--- src/design/pppb_pkg.sv ---
`default_nettype none
package pppb_pkg;

  // input item kinds, carried on s_tuser
  localparam logic CMD_PIXEL     = 1'b0;
  localparam logic CMD_PAL_WRITE = 1'b1;

  typedef enum logic [2:0] {
    REG_RED_MASK    = 3'd0,
    REG_GREEN_MASK  = 3'd1,
    REG_BLUE_MASK   = 3'd2,
    REG_OUT_BYTES   = 3'd3,
    REG_BLUR_EN     = 3'd4,
    REG_HSCALE      = 3'd5
  } cfg_reg_t;

  localparam logic [31:0] RED_MASK_RST   = 32'h0000_F800;
  localparam logic [31:0] GREEN_MASK_RST = 32'h0000_07E0;
  localparam logic [31:0] BLUE_MASK_RST  = 32'h0000_001F;
  localparam logic [2:0]  OUT_BYTES_RST  = 3'd2;

  // blend weights and the divide by 100 done as a reciprocal multiply
  localparam logic [6:0]  W_MAIN_RG   = 7'd80;
  localparam logic [6:0]  W_PREV_RG   = 7'd20;
  localparam logic [6:0]  W_MAIN_B    = 7'd90;
  localparam logic [6:0]  W_PREV_B    = 7'd10;
  localparam logic [6:0]  W_FULL      = 7'd100;
  localparam logic [12:0] DIV_RECIP   = 13'd5243;
  localparam int          DIV_SHIFT   = 19;
  localparam logic [8:0]  CHAN_MAX    = 9'd255;

  localparam int QUEUE_DEPTH = 4;
  localparam int QAW = 2;
  localparam int QCW = 3;

  typedef struct packed {
    logic [23:0] cur;
    logic [23:0] prev;
  } pix_entry_t;

  typedef struct packed {
    logic       zero;
    logic [4:0] low;
    logic [3:0] down;
  } chan_cfg_t;

  typedef struct packed {
    logic        blur;
    logic        narrow;
    logic [31:0] byte_mask;
    chan_cfg_t   red;
    chan_cfg_t   green;
    chan_cfg_t   blue;
  } cfg_t;

  function automatic chan_cfg_t chan_cfg(input logic [31:0] mask);
    chan_cfg_t   c;
    logic [31:0] iso;
    logic [5:0]  cnt;
    c.low = 5'd0;
    iso   = mask & (~mask + 32'd1);
    cnt   = 6'($countones(mask));
    for (int i = 0; i < 32; i++) begin
      if (iso[i]) c.low = c.low | 5'(i);
    end
    c.zero = (mask == 32'd0);
    c.down = (cnt < 6'd8) ? 4'(6'd8 - cnt) : 4'd0;
    return c;
  endfunction

  function automatic logic [31:0] place(input logic [7:0] val, input chan_cfg_t c,
                                        input logic narrow);
    logic [7:0] v;
    v = narrow ? (val >> c.down) : val;
    return c.zero ? 32'd0 : (32'(v) << c.low);
  endfunction

endpackage
`default_nettype wire

--- src/design/pppb_queue.sv ---
`default_nettype none
module pppb_queue (
  input  wire                        clk,
  input  wire                        rst,
  input  wire                        push,
  input  pppb_pkg::pix_entry_t       push_data,
  input  wire                        pop,
  output pppb_pkg::pix_entry_t       head,
  output logic                       not_empty,
  output logic [pppb_pkg::QCW-1:0]   count
);

  pppb_pkg::pix_entry_t          slots [pppb_pkg::QUEUE_DEPTH];
  logic [pppb_pkg::QAW-1:0]      wptr;
  logic [pppb_pkg::QAW-1:0]      rptr;

  assign not_empty = (count != '0);
  assign head      = slots[rptr];

  always_ff @(posedge clk) begin
    if (push) slots[wptr] <= push_data;
  end

  always_ff @(posedge clk) begin
    if (rst) begin
      wptr  <= '0;
      rptr  <= '0;
      count <= '0;
    end else begin
      if (push) wptr <= wptr + 1'b1;
      if (pop) rptr <= rptr + 1'b1;
      if (push && !pop) count <= count + 1'b1;
      else if (pop && !push) count <= count - 1'b1;
    end
  end

endmodule
`default_nettype wire

--- config.mk ---
export PLATFORM = sky130hd
export DESIGN_NAME = pppb_queue
export DESIGN_NICKNAME = d
export VERILOG_FILES = /design/src/design/pppb_pkg.sv /design/src/design/pppb_queue.sv
export SDC_FILE = /design/constraint.sdc
export NUM_CORES = 1
export LEC_CHECK = 0
export BUFFER_PORTS_ARGS = -buffer_cell sky130_fd_sc_hd__buf_2
export CAP_MARGIN = 20
export CORE_MARGIN = 3
export CORE_UTILIZATION = 30
export DETAILED_ROUTE_END_ITERATION = 8
export GPL_ROUTABILITY_DRIVEN = 1
export GPL_TIMING_DRIVEN = 0
export MAX_ROUTING_LAYER = met4
export SYNTH_ARGS = -nofsm -noshare
export SYNTH_HDL_FRONTEND = slang
export SYNTH_SLANG_ARGS = --single-unit
--- constraint.sdc ---
create_clock -name clk -period 2.1 [get_ports clk]
set_input_delay 0.315 -clock clk [delete_from_list [all_inputs] [get_ports clk]]
set_output_delay 0.315 -clock clk [all_outputs]
set_load 0.02 [all_outputs]
==> impl_metrics.tcl <==
set metrics [dict create \
    crit_path_start_kind "register" \
    dpl_cell_area_mm2 0.008260 \
    rsz0062_at_grt "yes" \
    fin_nets 482 \
    synth.most_common_cell "edfxtp_1" \
    worst_ep_required_time_ns 1.78 \
    p_per_area_mw_per_mm2 992.9 \
    synthXorXnorAreaFrac_pct 0.5966 \
    slew_headroom_pct 46.21 \
    grt_pass1_wl_um 21630 \
    max-cap-violations 0 \
    ios 104 \
    setup_tns_ns -1.044 \
    areaGrowthSynthToFinish_pct 24.73 \
    synth_top_flop_cell "edfxtp_1" \
    n_fill_cell 2125 \
    ant_nets 0 \
    synth_top_area_share_pct 78.54 \
    h-tree-depth 1 \
    cts_buffer_depth 3 \
    layout_setup_ws_ns -0.05648 \
    synth.area.top_cells "edfxtp_1 79%, mux4_2 15%, dfxtp_1 2.5%" \
    fmax_mhz 463.7 \
    timing.final.crit_share_pct 102.7 \
    wl_met3_um 853 \
    synth-adder-area-share_pct 1.125 \
    power_mw 9.092 \
    drc 0 \
    synth-compound-area-share_pct 0.1364 \
    status "finished with violations" \
    synthTopCellsByCount "192 x edfxtp_1, 48 x mux4_2, 9 x dfxtp_1, 7 x nor2_1, 5 x ha_1" \
    instances_no_fill 757 \
    seq_area_frac_synth_pct 81.00 \
    io_buffers 102 \
    clock-root-buffer "clkbuf_16" \
    ys_warn_count 0 \
    syn_area_mm2 0.007341 \
    gp_congestion 0.7113 \
    clk_pin_slew_ns 0.06 \
    synth_seq_cells 201 \
    routedWlPerCell_um 18.58 \
    ys_types 19 \
    drive_above_1_share_pct 45.21 \
    cp_max_fo 8 \
    setup_violations 28 \
    num_vias 3366 \
    dr.pass1.iters 5 \
    die_y_um 162.4 \
    via_per_inst 4.446 \
    final_area_mm2 0.009156 \
    yosys.area_share.simple_pct 0.9204 \
    synth-async-reset-ratio_pct 0 \
    dpl.cell_count 714 \
    maxSlewViolCount 0 \
    die-area_mm2 0.02638 \
    grt-ovfl-total 0 \
    topRoutingLayerUsed "met4" \
    fp-row-count 56 \
    finalWirelength_um 14070 \
    core_region_area_mm2 0.02375 \
    cts_num_sinks 201 \
    p_leak_nw 3.096 \
    hp-class "input pin to register" \
    syn_nets 351 \
    start_util_pct 30.90 \
    route.met2.wl_um 7301 \
    die_x_um 162.4 \
    m1WireLength_um 5747 \
    post-route-min-period_ns 2.156 \
    critPathCaptureType "output port" \
    yosys.area.top_type "edfxtp_1" \
    skew_ns 0.01161 \
    tritoncts "done" \
    syn_inst 293 \
    dpl.hpwl_um 8289 \
    antenna_found_initial 0 \
    clkLatencyLatePin_ns 0.49 \
    worst-setup-path-type "register to output port" \
    grt_max_degree 49 \
    vdd_drop_max_mv 0.4022 \
    violations "negative setup slack" \
    drt_iter0_markers 124 \
    antenna_cells 0 \
    syn_avg_cell_area_um2 25.05 \
    finalHoldViolCount 0 \
    tightest_slew_ns 0.8068 \
    synth_enable_flop_cells 192 \
    cts_hold_buf 0 \
    grt_pass1_vias 3809 \
    crit_arrival_ns 1.84 \
    synth_top_family_by_area "multiplexers" \
    synth_mux_area_share_pct 15.00 \
    grtUsageTotal_pct 10.98 \
    numCtsBuffers 21 \
]
==> worst paths after layout <==
| kind | startpoint | slack (ns) | depth (start not counted) | to |
|---|---|---|---|---|
| worst max-delay path | register | -0.06 | 4 | head[36] |
| worst max register to register | wptr[0] | 0.41 | 3 | slots[2][42] |
| worst min-delay path | push_data[40] | 0.04 | 1 | slots[3][40] |
| worst min register to register | count[2] | 0.53 | 2 | count[2] |
==> per-stage QoR <==
stage / util, % / hold slack, ns / setup WS [ns]
finish: 38.55 / 0.03968 / -0.05648
global route: 38.55 / 0.01480 / -0.1202
CTS: 37.76 / 0.009070 / -0.1241
detailed placement: 34.78 / 0.5092 / 0.1925
global placement: 34.75 / 0.4824 / -1.047
floorplan: - / 0.4139 / 0.01885
==> logic make-up (layout without fill, tap and decap cells) <==
| kind of cell | Yosys count | in the layout |
|---|---|---|
| XOR/XNOR | 5 | 5 |
| flip-flops | 201 | 201 |
| buffers and inverters | 15 | 160 |
| AND/OR/NAND/NOR | 14 | 14 |
| AO/OA/AOI/OAI | 2 | 2 |
| adder cells (fa/ha/maj) | 6 | 6 |
| multiplexers | 50 | 50 |
==> power by group <==
group / internal [mW] / switching, mW / leakage [nW]
registers: 4.60 / 0.0557 / 1.84
logic: 0.535 / 0.621 / 0.959
clock network: 1.88 / 1.39 / 0.299
total: 7.02 / 2.07 / 3.10
==> registers in the layout, summed over array words and instances, names as in the netlist, named ones only <==
name and flops:
wptr 2, count 3, slots 192, rptr 2
==> cells in the final DEF, fill, tap and decap left out <==
cell type and count:
a21oi_1 1, and2_4 4, buf_12 3, buf_2 76
buf_4 7, buf_6 28, clkbuf_1 9, clkbuf_16 23
clkbuf_2 2, clkbuf_8 1, clkinv_1 2, clkinv_2 4
dfxtp_1 8, dfxtp_4 1, edfxtp_1 192, fa_1 1
ha_1 5, inv_1 4, inv_6 1, mux2i_1 2
mux4_2 48, nand2_1 1, nor2_1 7, o21ai_0 1
or3_1 2, xnor2_1 2, xor2_1 3
==> metal layers <==
metal  vias to the layer above  global-route usage [%]
li1                       1495                       -
met1                      1768                   13.00
met2                        89                   19.01
met3                        14                   2.645
met4                         0                   2.675
met5                         -                       -
==> worst max-delay path, cell delays in order, from the launching register on <==
cell and delay [ns]:
dfxtp_4 0.38, buf_12 0.15, clkbuf_16 0.16, mux4_2 0.50, buf_6 0.15
==> layout make-up <==
| type | instances | area (µm²) | share of cell area [%] |
|---|---|---|---|
| Tap cell | 319 | 399.1 | 4.359 |
| Buffer | 11 | 126.4 | 1.380 |
| Timing Repair Buffer | 108 | 745.7 | 8.144 |
| Sequential cell | 201 | 5949 | 64.98 |
| Inverter | 4 | 15.01 | 0.1640 |
| Clock buffer | 30 | 569.3 | 6.218 |
| Clock inverter | 7 | 36.28 | 0.3963 |
| Multi-Input combinational cell | 77 | 1315 | 14.36 |
==> repair_timing <==
action / CTS / global route
endpoints found under the setup margin: 48 / 47
resized for setup: 26 / 42
cloned: 0 / 2
setup buffers: 3 / 1
Note: power is estimated with default switching activity, not from simulation.
