<file path="src/design/pppb_pkg.sv">
`default_nettype none
package pppb_pkg;

  // input item kinds, carried on s_tuser
  localparam logic CMD_PIXEL     = 1'b0;
  localparam logic CMD_PAL_WRITE = 1'b1;

  typedef enum logic [2:0] {
    REG_RED_MASK    = 3'd0,
    REG_GREEN_MASK  = 3'd1,
    REG_BLUE_MASK   = 3'd2,
    REG_OUT_BYTES   = 3'd3,
    REG_BLUR_EN     = 3'd4,
    REG_HSCALE      = 3'd5
  } cfg_reg_t;

  localparam logic [31:0] RED_MASK_RST   = 32'h0000_F800;
  localparam logic [31:0] GREEN_MASK_RST = 32'h0000_07E0;
  localparam logic [31:0] BLUE_MASK_RST  = 32'h0000_001F;
  localparam logic [2:0]  OUT_BYTES_RST  = 3'd2;

  // blend weights and the divide by 100 done as a reciprocal multiply
  localparam logic [6:0]  W_MAIN_RG   = 7'd80;
  localparam logic [6:0]  W_PREV_RG   = 7'd20;
  localparam logic [6:0]  W_MAIN_B    = 7'd90;
  localparam logic [6:0]  W_PREV_B    = 7'd10;
  localparam logic [6:0]  W_FULL      = 7'd100;
  localparam logic [12:0] DIV_RECIP   = 13'd5243;
  localparam int          DIV_SHIFT   = 19;
  localparam logic [8:0]  CHAN_MAX    = 9'd255;

  localparam int QUEUE_DEPTH = 4;
  localparam int QAW = 2;
  localparam int QCW = 3;

  typedef struct packed {
    logic [23:0] cur;
    logic [23:0] prev;
  } pix_entry_t;

  typedef struct packed {
    logic       zero;
    logic [4:0] low;
    logic [3:0] down;
  } chan_cfg_t;

  typedef struct packed {
    logic        blur;
    logic        narrow;
    logic [31:0] byte_mask;
    chan_cfg_t   red;
    chan_cfg_t   green;
    chan_cfg_t   blue;
  } cfg_t;

  function automatic chan_cfg_t chan_cfg(input logic [31:0] mask);
    chan_cfg_t   c;
    logic [31:0] iso;
    logic [5:0]  cnt;
    c.low = 5'd0;
    iso   = mask & (~mask + 32'd1);
    cnt   = 6'($countones(mask));
    for (int i = 0; i < 32; i++) begin
      if (iso[i]) c.low = c.low | 5'(i);
    end
    c.zero = (mask == 32'd0);
    c.down = (cnt < 6'd8) ? 4'(6'd8 - cnt) : 4'd0;
    return c;
  endfunction

  function automatic logic [31:0] place(input logic [7:0] val, input chan_cfg_t c,
                                        input logic narrow);
    logic [7:0] v;
    v = narrow ? (val >> c.down) : val;
    return c.zero ? 32'd0 : (32'(v) << c.low);
  endfunction

endpackage
`default_nettype wire

</file>
<file path="src/design/pppb_back.sv">
`default_nettype none
module pppb_back #(
  parameter int CW = 3
) (
  input  wire                    clk,
  input  wire                    rst,
  input  pppb_pkg::cfg_t         cfg,
  input  wire  [CW-1:0]          copies_last,
  input  wire                    q_valid,
  input  pppb_pkg::pix_entry_t   head,
  output logic                   pop,
  output logic                   m_tvalid,
  input  wire                    m_tready,
  output logic [31:0]            m_tdata,
  output logic                   m_tlast
);

  logic        s1_valid;
  logic [14:0] s1_num [3];
  logic        s2_valid;
  logic [7:0]  s2_ch [3];
  logic [CW-1:0] o_cnt;
  logic        o_last;
  logic        o_take;
  logic        s2_take;
  logic        s1_take;
  logic [14:0] num [3];
  logic [27:0] prod [3];
  logic [8:0]  quo [3];
  logic [7:0]  cur_c [3];
  logic [7:0]  prv_c [3];

  assign cur_c[0] = head.cur[23:16];
  assign cur_c[1] = head.cur[15:8];
  assign cur_c[2] = head.cur[7:0];
  assign prv_c[0] = head.prev[23:16];
  assign prv_c[1] = head.prev[15:8];
  assign prv_c[2] = head.prev[7:0];

  // without blur the channel is scaled by 100 so the same divide returns it
  always_comb begin
    for (int i = 0; i < 3; i++) begin
      if (!cfg.blur) num[i] = 15'(cur_c[i]) * 15'(pppb_pkg::W_FULL);
      else if (i == 2) num[i] = 15'(cur_c[i]) * 15'(pppb_pkg::W_MAIN_B)
                                + 15'(prv_c[i]) * 15'(pppb_pkg::W_PREV_B);
      else num[i] = 15'(cur_c[i]) * 15'(pppb_pkg::W_MAIN_RG)
                    + 15'(prv_c[i]) * 15'(pppb_pkg::W_PREV_RG);
    end
  end

  always_comb begin
    for (int i = 0; i < 3; i++) begin
      prod[i] = 28'(s1_num[i]) * 28'(pppb_pkg::DIV_RECIP);
      quo[i]  = prod[i][pppb_pkg::DIV_SHIFT +: 9];
    end
  end

  assign o_last  = (o_cnt == copies_last);
  assign o_take  = !m_tvalid || (m_tready && o_last);
  assign s2_take = !s2_valid || o_take;
  assign s1_take = !s1_valid || s2_take;
  assign pop     = q_valid && s1_take;
  assign m_tlast = o_last;

  always_ff @(posedge clk) begin
    if (s1_take) begin
      for (int i = 0; i < 3; i++) s1_num[i] <= num[i];
    end
    if (s2_take) begin
      for (int i = 0; i < 3; i++) begin
        s2_ch[i] <= (quo[i] > pppb_pkg::CHAN_MAX) ? pppb_pkg::CHAN_MAX[7:0] : quo[i][7:0];
      end
    end
    if (o_take) begin
      m_tdata <= (pppb_pkg::place(s2_ch[0], cfg.red, cfg.narrow)
                | pppb_pkg::place(s2_ch[1], cfg.green, cfg.narrow)
                | pppb_pkg::place(s2_ch[2], cfg.blue, cfg.narrow)) & cfg.byte_mask;
    end
  end

  always_ff @(posedge clk) begin
    if (rst) begin
      s1_valid <= 1'b0;
      s2_valid <= 1'b0;
      m_tvalid <= 1'b0;
      o_cnt    <= '0;
    end else begin
      if (s1_take) s1_valid <= q_valid;
      if (s2_take) s2_valid <= s1_valid;
      if (o_take) begin
        m_tvalid <= s2_valid;
        o_cnt    <= '0;
      end else if (m_tready) begin
        // one more copy of the held pixel goes out
        o_cnt <= o_cnt + 1'b1;
      end
    end
  end

endmodule
`default_nettype wire

</file>
<file path="config.mk">
export PLATFORM = sky130hd
export DESIGN_NAME = pppb_back
export DESIGN_NICKNAME = d
export VERILOG_FILES = /design/src/design/pppb_pkg.sv /design/src/design/pppb_back.sv
export SDC_FILE = /design/constraint.sdc
export NUM_CORES = 1
export LEC_CHECK = 0
export ABC_AREA = 1
export ABC_CLOCK_PERIOD_IN_PS = 6900
export BUFFER_PORTS_ARGS = -buffer_cell sky130_fd_sc_hd__buf_4
export CAP_MARGIN = 20
export CORE_ASPECT_RATIO = 1.4
export CORE_UTILIZATION = 49
export CTS_BUF_LIST = sky130_fd_sc_hd__clkbuf_16
export DETAILED_ROUTE_END_ITERATION = 10
export PLACE_DENSITY = 0.67
export SETUP_SLACK_MARGIN = 0.1
export SLEW_MARGIN = 20
export SYNTH_ARGS = -nofsm -noshare
export SYNTH_HDL_FRONTEND = slang
export SYNTH_SLANG_ARGS = --single-unit
export TNS_END_PERCENT = 1
</file>
<file path="constraint.sdc">
create_clock -name clk -period 6.9 [get_ports clk]
set_input_delay 0.345 -clock clk [delete_from_list [all_inputs] [get_ports clk]]
set_output_delay 0.345 -clock clk [all_outputs]
set_load 0.05 [all_outputs]
</file>
==> results by group <==
Critical path
  • WP depth: 18
  • Worst-path fanout max: 8
  • Top delay family on crit path: adder cells
  • CP max stage cell: edfxtp_1
  • CP cell instances: ha_1 -> fa_1 -> fa_1 -> inv_1 -> fa_1 -> fa_1 -> inv_1 -> ha_1 -> nand2_1 -> nand2_1 -> a31oi_1 -> nor2_1 -> nor2_1 -> nand2_1 -> a21oi_1 -> o21ai_1 -> xor2_1 -> nand2_1
  • Buffers plus inverters on the worst setup path: 2
  • Crit Path Class: reg -> reg
  • CP peak stage delay: 0.55 ns
  • CP Capture Type: flop
  • Crit path DAT: 5.20 ns
  • Worst Setup Start Kind: flop
  • CP Data Required Time: 7.01 ns
  • Reg2Reg Depth: 18

Synth
  • Synth Cell Area: 22,300 um^2
  • Syn Area/Cell: 7.86 um^2
  • Post-synthesis sequential area ratio: 13.5%
  • Post-Synth Adder-Cell Area: 45.3%
  • Largest family of logic cells by synthesized area: adder cells
  • Syn Inst Count: 2,837
  • Main flop type after synthesis: edfxtp_1
  • Simple-gate portion of the synthesized area: 20.3%
  • Synth Area in XOR/XNOR: 2.70%
  • Complex-gate fraction of the synthesized area: 7.81%
  • Post-synth cell types: 51
  • Mux contribution to synthesized area: 0.0449%
  • Async set-or-reset flop fraction in the synthesized netlist: 0%
  • #FFs+latches synth: 102
  • Yosys warning total: 0
  • Net Count, Synth: 3,642
  • Number of synthesized flops with an enable pin: 96

Floorplanning
  • Die H: 254 um
  • Initial Utilization: 49.6%
  • I/O pin count: 154
  • Rows: 92
  • Chip width: 182 um
  • Core Region: 45,000 um^2
  • DIE AREA: 46,400 um^2

Global routing
  • GRT Util Overall: 23.4%
  • Number of global-route vias before repair: 19,215
  • Initial antenna violation count: 0
  • Overflow after GRT: 0
  • First-pass GRT wire length: 87,800 um
  • Largest net degree at the start of global routing: 44

Route
  • Post-route ant nets: 0
  • Vias: 18,700
  • Vias/cell: 5.23
  • Drt first pass iters: 7
  • Per-cell routed wire length: 14.7 um
  • Violation count after the first detailed-route iteration: 803
  • DRC violations left: 0
  • WL final: 52,700 um

Final layout
  • Antenna diodes: 0
  • Commonest non-fill, non-tap cell in the layout: nand2_1
  • Fillers: 4,227
  • Commonest cells after routing, fill and taps aside: nand2_1 (580), inv_1 (545), ha_1 (482)
  • Layout cell share with drive strength beyond 1: 6.65%
  • Layout area overhead: 9.06%
  • Nets@finish: 3,763

Clock tree
  • Post_cts resized: 0
  • Total number of H-tree levels: 3
  • Hold_buf cts: 0
  • Num CTS Buffers: 9
  • CTS tree: done
  • Max clock buf depth: 2
  • Root Driver: clkbuf_16
  • Post-CTS Setup Bufs: 0
  • Clk pin slew, worst setup/hold paths: 0.08 ns
  • Clock sink count: 102
  • Skew-Pair Late Insertion Delay: 0.38 ns

Placement
  • Post-DP HPWL: 46,400 um
  • RD Place Congestion: 0.990
  • IO buf count: 153

STA
  • Slew Limit Fails: 0
  • Relative slew slack: 31.9%
  • Setup TNS: 0 ns
  • Fmax: 197 MHz
  • RSZ-0062 raised after global routing: no
  • Final setup violation count: 0
  • Worst Tran Pin Value: 1.02 ns
  • Worst Clk Skew: 0.0149 ns
  • Tcrit/Tclk final: 73.7%
  • Hold Vio Cnt, Final: 0
  • Minimum clock period: 5.09 ns

Min path
  • Hold Crit Class: in -> reg
  • Hold depth: 2

Outcome
  • Outcome: finished clean

Run
  • Max-Cap Viols: 0
## synth_stat cells, types with 7 or more instances
cell type,number,area [um^2]
edfxtp_1,96,2880
clkbuf_1,22,82.6
o211ai_1,10,75.1
o21ai_1,12,60.1
xor2_1,32,280
o21ai_0,105,526
o21bai_1,11,82.6
nand4_1,28,175
fa_1,204,4080
inv_1,545,2050
a21oi_1,135,676
buf_2,10,50.1
nor2_1,115,432
buf_1,8,30.0
nor3_1,22,110
ha_1,482,6030
nand3_1,290,1450
nand2_1,581,2180
a31oi_1,7,43.8
a21o_1,10,75.1
xnor2_1,35,307
or2_2,11,68.8
clkinv_1,7,26.3
## through the flow
step	cell area (um^2)	hold slack, ns	worst slack (ns)	cells	utilization (%)
after detailed placement	24000	0.453	1.81	3558	53.4
after global placement	24000	0.438	1.94	3558	53.4
after floorplan	22300	0.414	2.26	2837	-
after CTS	24300	0.123	1.81	3574	54.1
final	24300	0.146	1.81	3574	54.1
after global routing	24300	0.136	1.50	3574	54.1
## cell families (layout without fill, tap and decap cells)
group / after synthesis / after routing
compound gates: 315 / 315
xor+xnor: 68 / 68
fa+ha+maj: 686 / 686
buf+inv: 603 / 729
flops: 102 / 102
mux: 1 / 1
simple gates: 1062 / 1062
## worst register-to-register path, cell delays in order (launching register included)
cell,delay (ns)
edfxtp_1,0.55
ha_1,0.40
fa_1,0.52
fa_1,0.53
inv_1,0.06
fa_1,0.49
fa_1,0.49
inv_1,0.04
ha_1,0.33
nand2_1,0.08
nand2_1,0.08
a31oi_1,0.14
nor2_1,0.06
nor2_1,0.09
nand2_1,0.09
a21oi_1,0.21
o21ai_1,0.10
xor2_1,0.45
nand2_1,0.12
## layer usage
layer,routed length [um],track usage (%)
met5,0,0
met2,27900,45.8
met1,21000,25.2
met4,2230,11.1
met3,1530,2.06
## layout make-up
type | count | area (um^2) | area share [%]
inverters | 558 | 2100 | 8.63
clock inverters | 7 | 72.6 | 0.298
repair buffers | 155 | 1160 | 4.78
multi-input cells | 2132 | 17000 | 69.9
flip-flops and latches | 102 | 3000 | 12.3
clock buffers | 9 | 225 | 0.926
well taps | 611 | 764 | 3.14
## final timing paths
path	start	end	slack, ns
worst max-delay path	s1_num[0][39]	s2_ch[0][19]	1.81
worst min-delay path	rst	s1_valid	0.15
worst max register to register	s1_num[0][39]	s2_ch[0][19]	1.81
worst min register to register	s2_valid	m_tvalid	0.46
## registers in the layout, summed over array words and instances (netlist names)
name / cells
m_tdata: 32
m_tvalid: 1
o_cnt: 3
s1_num: 40
s1_valid: 1
s2_ch: 24
s2_valid: 1
Power is not shown: default switching activity piles up to over one toggle a cycle in this logic, so the estimate is an artifact.
